--- config.mk ---
export PLATFORM = sky130hd
export DESIGN_NAME = rpst_ctrl
export DESIGN_NICKNAME = d
export VERILOG_FILES = /design/src/hw/rtl/rpst_pkg.sv /design/src/hw/rtl/rpst_ctrl.sv
export SDC_FILE = /design/constraint.sdc
export NUM_CORES = 1
export LEC_CHECK = 0
export BUFFER_PORTS_ARGS = -buffer_cell sky130_fd_sc_hd__buf_4
export CORE_AREA = 2 2 39 41
export CTS_CLUSTER_SIZE = 20
export DETAILED_ROUTE_END_ITERATION = 7
export DIE_AREA = 0 0 41 43
export MAX_ROUTING_LAYER = met4
export PLACE_DENSITY = 0.52
export SLEW_MARGIN = 30
export SYNTH_ARGS = -nofsm -noshare
export SYNTH_HDL_FRONTEND = slang
export SYNTH_SLANG_ARGS = --single-unit
--- constraint.sdc ---
create_clock -name clock -period 2.7 [get_ports clock]
set_clock_uncertainty 0.15 [all_clocks]
set_input_delay 0.54 -clock clock [delete_from_list [all_inputs] [get_ports clock]]
set_output_delay 0.54 -clock clock [all_outputs]
set_load 0.02 [all_outputs]
--- src/hw/rtl/rpst_pkg.sv ---
// Shared sign codes, request modes, helper functions and control structs.
package rpst_pkg;

   localparam int INDEX_W = 10;
   localparam int VALUE_W = 16;
   localparam int SIGN_W  = 2;

   localparam logic [SIGN_W-1:0] SIGN_ZERO = 2'd0;
   localparam logic [SIGN_W-1:0] SIGN_POS  = 2'd1;
   localparam logic [SIGN_W-1:0] SIGN_NEG  = 2'd2;

   localparam logic MODE_SET   = 1'b0;
   localparam logic MODE_QUERY = 1'b1;

   // Commands from the controller to the datapath.
   typedef struct packed {
      logic clr_step;
      logic load_set;
      logic set_step;
      logic load_query;
      logic q_left;
      logic q_right;
      logic rsp_load;
   } rpst_cmd_type;

   // Status from the datapath to the controller.
   typedef struct packed {
      logic clr_last;
      logic set_ok;
      logic k_root;
      logic l_lt_r;
      logic rsp_free;
   } rpst_status_type;

   function automatic logic [SIGN_W-1:0] sign_mul(input logic [SIGN_W-1:0] x,
                                                  input logic [SIGN_W-1:0] y);
      logic [SIGN_W-1:0] res;
      if (x == SIGN_ZERO || y == SIGN_ZERO) begin
         res = SIGN_ZERO;
      end else if (x == y) begin
         res = SIGN_POS;
      end else begin
         res = SIGN_NEG;
      end
      return res;
   endfunction

   function automatic logic [SIGN_W-1:0] sign_of(input logic signed [VALUE_W-1:0] v);
      logic [SIGN_W-1:0] res;
      if (v == '0) begin
         res = SIGN_ZERO;
      end else if (v[VALUE_W-1]) begin
         res = SIGN_NEG;
      end else begin
         res = SIGN_POS;
      end
      return res;
   endfunction

endpackage

--- src/hw/rtl/rpst_ctrl.sv ---
// Sequencer for clearing, element updates and range queries.
module rpst_ctrl (
   input  logic                     clock,
   input  logic                     reset,
   input  logic                     req_valid,
   input  logic                     req_mode,
   input  rpst_pkg::rpst_status_type status,
   output rpst_pkg::rpst_cmd_type    cmd,
   output logic                     req_stall
);
   import rpst_pkg::*;

   typedef enum logic [2:0] {
      ST_CLEAR,
      ST_IDLE,
      ST_SET_UP,
      ST_Q_LEFT,
      ST_Q_RIGHT,
      ST_Q_DONE,
      ST_Q_OUT
   } state_type;

   state_type state_ff, state_in;

   always_ff @(posedge clock) begin
      if (reset) begin
         state_ff <= ST_CLEAR;
      end else begin
         state_ff <= state_in;
      end
   end

   assign req_stall = (state_ff != ST_IDLE);

   always_comb begin
      state_in = state_ff;
      cmd      = '0;
      unique case (state_ff)
         ST_CLEAR: begin
            cmd.clr_step = 1'b1;
            if (status.clr_last) state_in = ST_IDLE;
         end
         ST_IDLE: begin
            if (req_valid) begin
               if (req_mode == MODE_QUERY) begin
                  cmd.load_query = 1'b1;
                  state_in       = ST_Q_LEFT;
               end else if (status.set_ok) begin
                  cmd.load_set = 1'b1;
                  state_in     = ST_SET_UP;
               end
            end
         end
         ST_SET_UP: begin
            cmd.set_step = 1'b1;
            if (status.k_root) state_in = ST_IDLE;
         end
         ST_Q_LEFT: begin
            if (status.l_lt_r) begin
               cmd.q_left = 1'b1;
               state_in   = ST_Q_RIGHT;
            end else begin
               state_in = ST_Q_DONE;
            end
         end
         ST_Q_RIGHT: begin
            cmd.q_right = 1'b1;
            state_in    = ST_Q_LEFT;
         end
         ST_Q_DONE: begin
            // The accumulator already holds the last node read; this is a spare cycle.
            state_in = ST_Q_OUT;
         end
         ST_Q_OUT: begin
            if (status.rsp_free) begin
               cmd.rsp_load = 1'b1;
               state_in     = ST_IDLE;
            end
         end
         default: state_in = ST_CLEAR;
      endcase
   end

endmodule

==> flow_metrics.env, run 1 <==
export IMPL_critical_path_endpoint_type="primary output"
export IMPL_instances_no_fill=67
export IMPL_global_route_wire_length_before_repair_um=1100
export IMPL_die_area_um2=1760
export IMPL_tritoncts="done"
export IMPL_synth_edf_count=0
export IMPL_synthTopCellsByArea="sky130_fd_sc_hd__dfxtp_1, sky130_fd_sc_hd__a21oi_1, sky130_fd_sc_hd__nor3b_4, sky130_fd_sc_hd__and2_1, sky130_fd_sc_hd__and4bb_2"
export IMPL_initial_core_util_pct=19.2
export IMPL_max_clock_path_buffers=2
export IMPL_io_buffer_count=16
export IMPL_timing_rr_end="state_ff[1]"
export IMPL_timing_worst_setup_path_type="flip-flop to primary output"
export IMPL_rel_slew_slack_pct=71.0
export IMPL_drt_first_iter_violations=3
export IMPL_design_portCount=17
export IMPL_pwr_density_cell_nw_per_um2=497
export IMPL_setup_violations_final=0
export IMPL_largest_registers="state_ff: 3 flops"
export IMPL_min_delay_path_class="input port to flip-flop"
export IMPL_final_report_max_slew_violation_count=0
export IMPL_setup_worst_path_start="state_ff[2]"
export IMPL_tot_pwr_mw=0.208
export IMPL_status="finished, final reports clean"
export IMPL_mappedNetlistArea_um2=265
export IMPL_globalplace_congestion=0.635
export IMPL_fmax_mhz=500
export IMPL_worst_setup_hold_path_clk_slew_ns=0.04
export IMPL_grt_antenna_before_repair=0
export IMPL_area_growth_syn_to_layout_pct=58.0
export IMPL_post_cts_resized_instances=0
export IMPL_timing_critical_path_fanout_max=11
export IMPL_num_antenna_cells=0
export IMPL_regMostFlops="state_ff"
export IMPL_global_route_overflow_total=0
export IMPL_final_antenna_net_count=0
export IMPL_hold_violations=0
export IMPL_place_inst=63
export IMPL_floorplan_die_height_um=43
export IMPL_ctsHtreeMaxLevel=1
export IMPL_synth_seq_cells=3
export IMPL_worst_ep_arrival_time_ns=1.31
export IMPL_die_width_um=41
export IMPL_synthCells=33
export IMPL_clock_sinks=3
export IMPL_row_count=14
export IMPL_post_route_drc_count=0
export IMPL_route_vias_total=296
export IMPL_finish_net_count=61
export IMPL_avgRoutedWirePerCell_um=9.60
export IMPL_worstPathRequired_ns=2.01
export IMPL_layout_worst_path_cycle_share_pct=74.1
export IMPL_synth_avg_cell_area_um2=8.04
export IMPL_cts_root_buffer="sky130_fd_sc_hd__clkbuf_4"
export IMPL_r2r_cells=4
export IMPL_vdd_ir_drop_max_mv=0.171
export IMPL_clkLatencyLatePin_ns=0.24
export IMPL_first_global_vias=278
export IMPL_post_synth_num_cell_types=23
export IMPL_yosysTopAreaCell="sky130_fd_sc_hd__dfxtp_1"
export IMPL_grt_start_max_net_pins=14
export IMPL_ys_warnings_count=0
export IMPL_timing_reg2reg_setup_slack_ns=1.20
export IMPL_r2r_start="state_ff[2]"
export IMPL_hold_buffers=0
export IMPL_totalWireLength_um=643
export IMPL_yosysSeqAreaShare_pct=22.6
export IMPL_max_cap_violations=0
export IMPL_worst_setup_path_endpoint="cmd[5]"
export IMPL_finalSetupTns_ns=0
export IMPL_power_static_leakage_nw=0.188
export IMPL_yosysMostFrequentCell="sky130_fd_sc_hd__a21oi_1"
export IMPL_postCtsSetupRepairBufs=0
export IMPL_worstSetupStartpointType="flip-flop"
export IMPL_fill_cells=162
export IMPL_drtPass1Iterations=2
export IMPL_worst_slew_pin_transition_ns=0.434
export IMPL_largest_register_ffs=3
export IMPL_dpl_hpwl_um=487
export IMPL_grt_setup_unrepaired="no"
export IMPL_placeableCoreArea_um2=1380
export IMPL_final_setup_worst_slack_ns=0.699
export IMPL_clock_buffer_count_from_cts=3
export IMPL_synth_top_area_share_pct=22.6
export IMPL_fraction_of_synthesis_flops_using_an_asynchronous_set_or_reset_pin_pct=0
export IMPL_dp_worst_setup_slack_ns=0.943
export IMPL_track_usage_pct=9.67
export IMPL_synthFlopType="sky130_fd_sc_hd__dfxtp_1"
export IMPL_synth_top_cells_by_count="sky130_fd_sc_hd__a21oi_1, sky130_fd_sc_hd__dfxtp_1"
export IMPL_route_detailed_vias_per_inst=4.42
export IMPL_synthesis_nets=42
export IMPL_layout_drive_gt1_share_pct=47.1
export IMPL_final_period_minus_worst_setup_slack_ns=2.00
worst min-delay path by stage:
| stage | end | slack [ns] | cells after the start | start |
|---|---|---|---|---|
| 2_1_floorplan | state_ff[0] | 0.37 | 2 | state_ff[0] |
| 3_3_place_gp | state_ff[0] | 0.41 | 2 | state_ff[0] |
| 3_5_place_dp | state_ff[0] | 0.41 | 2 | state_ff[0] |
| 4_1_cts | state_ff[0] | 0.32 | 2 | reset |
| 5_1_grt | state_ff[2] | 0.33 | 2 | reset |
| 6_report | state_ff[0] | 0.33 | 2 | reset |
final cells by class:
class | instances | area [um^2] | share of cell area, %
clock buffer | 4 | 26.3 | 6.27
multi-input combinational | 26 | 185 | 44.2
tap | 16 | 20.0 | 4.78
sequential | 3 | 60.1 | 14.3
inverter | 2 | 7.51 | 1.79
timing repair buffer | 16 | 120 | 28.7
per-stage QoR:
| stage | hold WS [ns] | cell area (um^2) | utilization (%) |
|---|---|---|---|
| 6_report | 0.325 | 419 | 30.3 |
| 5_1_grt | 0.326 | 419 | 30.3 |
| 4_1_cts | 0.322 | 419 | 30.3 |
| 3_5_place_dp | 0.409 | 393 | 28.4 |
| 3_3_place_gp | 0.407 | 393 | 28.4 |
| 2_1_floorplan | 0.366 | 265 | - |
layer usage:
| layer | track usage (%) | vias to the layer above | share of wire [%] |
|---|---|---|---|
| met4 | 8.00 | 0 | 2.2 |
| met1 | 13.5 | 126 | 47 |
| met5 | - | - | 0 |
| met3 | 3.66 | 2 | 8.4 |
| li1 | - | 154 | - |
| met2 | 10.3 | 14 | 42 |
worst max-delay path, cell delays in order (launching register included):
cell and delay [ns]:
sky130_fd_sc_hd__dfxtp_1 0.58, sky130_fd_sc_hd__nor3b_4 0.10, sky130_fd_sc_hd__and4b_2 0.25, sky130_fd_sc_hd__buf_4 0.15
report_power, final:
part | switching (mW) | internal, mW | total (mW)
Clock | 0.0245 | 0.0555 | 0.0800
Combinational | 0.0317 | 0.0364 | 0.0681
Sequential | 0.0112 | 0.0490 | 0.0603
kinds of logic after synthesis:
kind of cell,Yosys count,synth area share (%)
AOI/OAI and AO/OA,7,16.0
muxes,1,3.77
DFF,3,22.6
and+or+nand+nor,17,46.7
buffers and inverters,4,7.55
xor gates and xnor gates,1,3.30
cells in the final DEF, fill, tap and decap left out, types with 2 or more instances in the layout:
cell type and n:
sky130_fd_sc_hd__dfxtp_1 3, sky130_fd_sc_hd__nand2b_1 2, sky130_fd_sc_hd__a21oi_1 4, sky130_fd_sc_hd__nor3_1 2, sky130_fd_sc_hd__inv_1 2, sky130_fd_sc_hd__buf_4 16, sky130_fd_sc_hd__nor2_1 2, sky130_fd_sc_hd__and2_1 2
sky130_fd_sc_hd__clkbuf_4 3
Power figures use the tool's default switching activity.
==> run 2: changes to the inputs <==
--- a/config.mk
+++ b/config.mk
@@ -11,7 +11,7 @@
 export DETAILED_ROUTE_END_ITERATION = 7
 export DIE_AREA = 0 0 41 43
 export MAX_ROUTING_LAYER = met4
-export PLACE_DENSITY = 0.52
+export PLACE_DENSITY = 0.53
 export SLEW_MARGIN = 30
 export SYNTH_ARGS = -nofsm -noshare
 export SYNTH_HDL_FRONTEND = slang
==> constraint.sdc (replaced) <==
create_clock -name clock -period 1.8 [get_ports clock]
set_clock_uncertainty 0.15 [all_clocks]
set_input_delay 0.36 -clock clock [delete_from_list [all_inputs] [get_ports clock]]
set_output_delay 0.36 -clock clock [all_outputs]
set_load 0.02 [all_outputs]
==> flow_metrics.env, run 2 (synthesized netlist as in run 1, its figures left out) <==
export IMPL_die_width_um=41
export IMPL_critical_path_endpoint_type="primary output"
export IMPL_layout_drive_gt1_share_pct=53.8
export IMPL_dpl_hpwl_um=514
export IMPL_row_count=14
export IMPL_finish_net_count=62
export IMPL_timing_worst_setup_path_type="flip-flop to primary output"
export IMPL_dp_worst_setup_slack_ns=0.215
export IMPL_worst_setup_hold_path_clk_slew_ns=0.03
export IMPL_grt_start_max_net_pins=14
export IMPL_design_portCount=17
export IMPL_track_usage_pct=9.16
export IMPL_layout_worst_path_cycle_share_pct=94.6
export IMPL_min_delay_path_class="input port to flip-flop"
export IMPL_final_setup_worst_slack_ns=0.0965
export IMPL_status="finished, final reports clean"
export IMPL_global_route_overflow_total=0
export IMPL_first_global_vias=294
export IMPL_worst_ep_arrival_time_ns=1.19
export IMPL_floorplan_die_height_um=43
export IMPL_num_antenna_cells=0
export IMPL_hold_buffers=0
export IMPL_initial_core_util_pct=19.2
export IMPL_mostFrequentLayoutCell="sky130_fd_sc_hd__buf_4"
export IMPL_power_static_leakage_nw=0.196
export IMPL_die_area_um2=1760
export IMPL_global_route_wire_length_before_repair_um=1080
export IMPL_ctsHtreeMaxLevel=1
export IMPL_vdd_ir_drop_max_mv=0.320
export IMPL_drtPass1Iterations=2
export IMPL_pwr_density_cell_nw_per_um2=714
export IMPL_max_clock_path_buffers=2
export IMPL_globalplace_congestion=0.672
export IMPL_tritoncts="done"
export IMPL_clock_sinks=3
export IMPL_worstPathRequired_ns=1.29
export IMPL_grt_antenna_before_repair=0
export IMPL_grt_setup_unrepaired="no"
export IMPL_regMostFlops="state_ff"
export IMPL_totalWireLength_um=661
export IMPL_drt_first_iter_violations=3
export IMPL_worst_slew_pin_transition_ns=0.244
export IMPL_final_period_minus_worst_setup_slack_ns=1.70
export IMPL_fmax_mhz=587
export IMPL_avgRoutedWirePerCell_um=9.72
export IMPL_post_route_drc_count=0
export IMPL_final_cell_mix="sky130_fd_sc_hd__buf_4, sky130_fd_sc_hd__a21oi_1, sky130_fd_sc_hd__clkbuf_4, sky130_fd_sc_hd__dfxtp_4"
export IMPL_worstSetupStartpointType="flip-flop"
export IMPL_setup_violations_final=0
export IMPL_io_buffer_count=16
export IMPL_final_antenna_net_count=0
export IMPL_rel_slew_slack_pct=83.5
export IMPL_hold_violations=0
export IMPL_largest_register_ffs=3
export IMPL_largest_registers="state_ff: 3 flops"
export IMPL_max_cap_violations=0
export IMPL_clkLatencyLatePin_ns=0.23
export IMPL_area_growth_syn_to_layout_pct=65.1
export IMPL_finalSetupTns_ns=0
export IMPL_clock_buffer_count_from_cts=3
export IMPL_placeableCoreArea_um2=1380
export IMPL_timing_critical_path_fanout_max=8
export IMPL_cts_root_buffer="sky130_fd_sc_hd__clkbuf_4"
export IMPL_final_report_max_slew_violation_count=0
export IMPL_route_detailed_vias_per_inst=4.47
export IMPL_tot_pwr_mw=0.313
export IMPL_route_vias_total=304
[run 2: through the flow]
step           hold slack (ns)  std cells  utilization [%]  cell area [um^2]
2_1_floorplan            0.279         33                -               265
3_3_place_gp             0.389         63             28.4               393
3_5_place_dp             0.391         63             28.4               393
4_1_cts                  0.137         67             30.6               423
5_1_grt                  0.143         68             31.6               438
6_report                 0.143         68             31.6               438
[run 2: worst paths after layout]
path                               endpoint  cells after the start  slack, ns        start
worst max register to register  state_ff[1]                      4       0.47  state_ff[0]
worst min-delay path            state_ff[0]                      2       0.14        reset
worst max-delay path                 cmd[5]                      3        0.1  state_ff[0]
worst min register to register  state_ff[0]                      2       0.39  state_ff[0]
[run 2: critical path: stages (launching register included)]
cell,delay (ns)
sky130_fd_sc_hd__dfxtp_4,0.37
sky130_fd_sc_hd__nor3b_4,0.22
sky130_fd_sc_hd__and4b_2,0.24
sky130_fd_sc_hd__buf_4,0.13
[run 2: metal layers]
layer,GRT usage [%],up-vias,share of wire (%)
li1,-,157,-
met1,8.68,135,42
met2,14.4,12,48
met3,5.24,0,10
met4,4.00,0,0
met5,-,-,0
[run 2: cell type report]
class | instances | area [um^2]
multi-input cells | 26 | 185
fillers | 156 | 946
clock buffers | 4 | 26.3
flip-flops and latches | 3 | 71.3
repair buffers | 17 | 128
well taps | 16 | 20.0
inverters | 2 | 7.51
[run 2: repair_timing]
action                                  CTS  global route
setup buffers                             0             1
pin swaps                                 0             1
resized for setup                         3             3
endpoints found under the setup margin    1             1
[run 2: power by group]
part	switching, mW	internal, mW	total [mW]
logic	0.0545	0.0583	0.113
clock network	0.0314	0.0828	0.114
registers	0.0115	0.0742	0.0857
total	0.0974	0.215	0.313
==> run 3: changes to the inputs <==
--- a/config.mk
+++ b/config.mk
@@ -11,7 +11,7 @@
 export DETAILED_ROUTE_END_ITERATION = 7
 export DIE_AREA = 0 0 41 43
 export MAX_ROUTING_LAYER = met4
-export PLACE_DENSITY = 0.53
+export PLACE_DENSITY = 0.52
 export SLEW_MARGIN = 30
 export SYNTH_ARGS = -nofsm -noshare
 export SYNTH_HDL_FRONTEND = slang
==> constraint.sdc (replaced) <==
create_clock -name clock -period 1.7 [get_ports clock]
set_clock_uncertainty 0.15 [all_clocks]
set_input_delay 0.34 -clock clock [delete_from_list [all_inputs] [get_ports clock]]
set_output_delay 0.34 -clock clock [all_outputs]
set_load 0.02 [all_outputs]
==> flow_metrics.env, run 3 (synthesized netlist as in run 1, its figures left out) <==
export IMPL_status="finished, final reports clean"
export IMPL_critical_path_cell_chain="nor3b_4 -> and4b_2 -> buf_6"
export IMPL_grt_start_max_net_pins=9
export IMPL_grt_setup_unrepaired="yes"
export IMPL_dpl_hpwl_um=522
export IMPL_dp_worst_setup_slack_ns=0.151
export IMPL_final_setup_worst_slack_ns=0.0347
export IMPL_design_portCount=17
export IMPL_route_detailed_vias_per_inst=4.55
export IMPL_pwr_density_cell_nw_per_um2=748
export IMPL_post_route_drc_count=0
export IMPL_drt_first_iter_violations=1
export IMPL_fmax_mhz=600
export IMPL_place_inst=64
export IMPL_final_report_max_slew_violation_count=0
export IMPL_rel_slew_slack_pct=82.2
export IMPL_timing_critical_path_fanout_max=7
export IMPL_critPathSlowestCell="sky130_fd_sc_hd__dfxtp_4"
export IMPL_area_growth_syn_to_layout_pct=75.0
export IMPL_setup_violations_final=0
export IMPL_num_antenna_cells=0
export IMPL_global_route_wire_length_before_repair_um=1250
export IMPL_global_route_overflow_total=0
export IMPL_final_period_minus_worst_setup_slack_ns=1.67
export IMPL_grt_antenna_before_repair=0
export IMPL_largest_register_ffs=3
export IMPL_regMostFlops="state_ff"
export IMPL_row_count=14
export IMPL_layout_worst_path_cycle_share_pct=98.0
export IMPL_timing_worst_setup_path_type="flip-flop to primary output"
export IMPL_cts_root_buffer="sky130_fd_sc_hd__clkbuf_4"
export IMPL_min_delay_path_class="input port to flip-flop"
export IMPL_io_buffer_count=16
export IMPL_power_static_leakage_nw=0.212
export IMPL_die_area_um2=1760
export IMPL_fin_hold_ws_ns=0.115
export IMPL_worst_slew_pin_transition_ns=0.264
export IMPL_ctsHtreeMaxLevel=1
export IMPL_first_global_vias=332
export IMPL_globalplace_congestion=0.748
export IMPL_placeableCoreArea_um2=1380
export IMPL_place_area_um2=400
export IMPL_drtPass1Iterations=2
export IMPL_tritoncts="done"
export IMPL_design_area_um2=464
export IMPL_finish_net_count=65
export IMPL_final_antenna_net_count=0
export IMPL_final_cell_mix="sky130_fd_sc_hd__buf_4, sky130_fd_sc_hd__a21oi_1, sky130_fd_sc_hd__clkbuf_4, sky130_fd_sc_hd__dfxtp_4"
export IMPL_clkLatencyLatePin_ns=0.24
export IMPL_hold_violations=0
export IMPL_layout_core_utilization_pct=33.5
export IMPL_cell_family_with_the_largest_share_of_critical_path_delay="simple AND/OR/NAND/NOR gates"
export IMPL_initial_core_util_pct=19.2
export IMPL_layout_drive_gt1_share_pct=56.4
export IMPL_worst_path_largest_cell_delay_ns=0.36
export IMPL_route_vias_total=323
export IMPL_vdd_ir_drop_max_mv=0.281
export IMPL_worst_setup_hold_path_clk_slew_ns=0.04
export IMPL_track_usage_pct=11.0
export IMPL_hold_buffers=0
export IMPL_clock_buffer_count_from_cts=3
export IMPL_max_clock_path_buffers=2
export IMPL_largest_registers="state_ff: 3 flops"
export IMPL_avgRoutedWirePerCell_um=11.1
export IMPL_floorplan_die_height_um=43
export IMPL_die_width_um=41
export IMPL_mostFrequentLayoutCell="sky130_fd_sc_hd__buf_4"
export IMPL_fill_cells=151
export IMPL_critPathBufInv=1
export IMPL_worst_ep_arrival_time_ns=1.18
export IMPL_instances_no_fill=71
export IMPL_critical_path_endpoint_type="primary output"
export IMPL_worstSetupStartpointType="flip-flop"
export IMPL_totalWireLength_um=785
export IMPL_clock_sinks=3
export IMPL_worstPathRequired_ns=1.21
export IMPL_max_cap_violations=0
run 3: power by group:
| group | total, mW | internal (mW) | switching, mW |
|---|---|---|---|
| registers | 0.0908 | 0.0784 | 0.0123 |
| logic | 0.128 | 0.0675 | 0.0606 |
| clock network | 0.129 | 0.0882 | 0.0404 |
| total | 0.347 | 0.234 | 0.113 |
run 3: timing repair:
item / CTS / global route
pin swaps: 1 / 2
cloned: 0 / 0
buffers inserted: 2 / 1
gates resized for setup: 5 / 2
endpoints found under the setup margin: 3 / 3
run 3: stage by stage:
step	setup TNS [ns]	power (mW)
CTS	0	0.346
finish	0	0.347
global placement	0	0.211
detailed placement	0	0.211
global route	-0.0754	0.378
floorplan	0	0.160
run 3: area by class of cell:
| type | count | area, um^2 | share of cell area, % |
|---|---|---|---|
| Timing Repair Buffer | 20 | 154 | 33.2 |
| Inverter | 2 | 7.51 | 1.62 |
| Multi-Input combinational cell | 26 | 185 | 39.9 |
| Tap cell | 16 | 20.0 | 4.31 |
| Sequential cell | 3 | 71.3 | 15.4 |
| Clock buffer | 4 | 26.3 | 5.66 |
run 3: path summary, 6_finish.rpt:
kind | slack [ns] | cells after the start | end | start
max | 0.03 | 3 | cmd[5] | state_ff[0]
min | 0.11 | 2 | state_ff[1] | reset
max reg2reg | 0.27 | 6 | state_ff[0] | state_ff[2]
min reg2reg | 0.39 | 2 | state_ff[0] | state_ff[0]
run 3: routing by layer:
| layer | wire length, um | part of all wire (%) | global-route usage [%] | vias up |
|---|---|---|---|---|
| li1 | - | - | - | 164 |
| met1 | 331 | 42 | 11.5 | 143 |
| met2 | 365 | 46 | 14.1 | 14 |
| met3 | 73 | 9.3 | 4.19 | 2 |
| met4 | 15 | 1.9 | 12.0 | 0 |
| met5 | 0 | 0 | - | - |
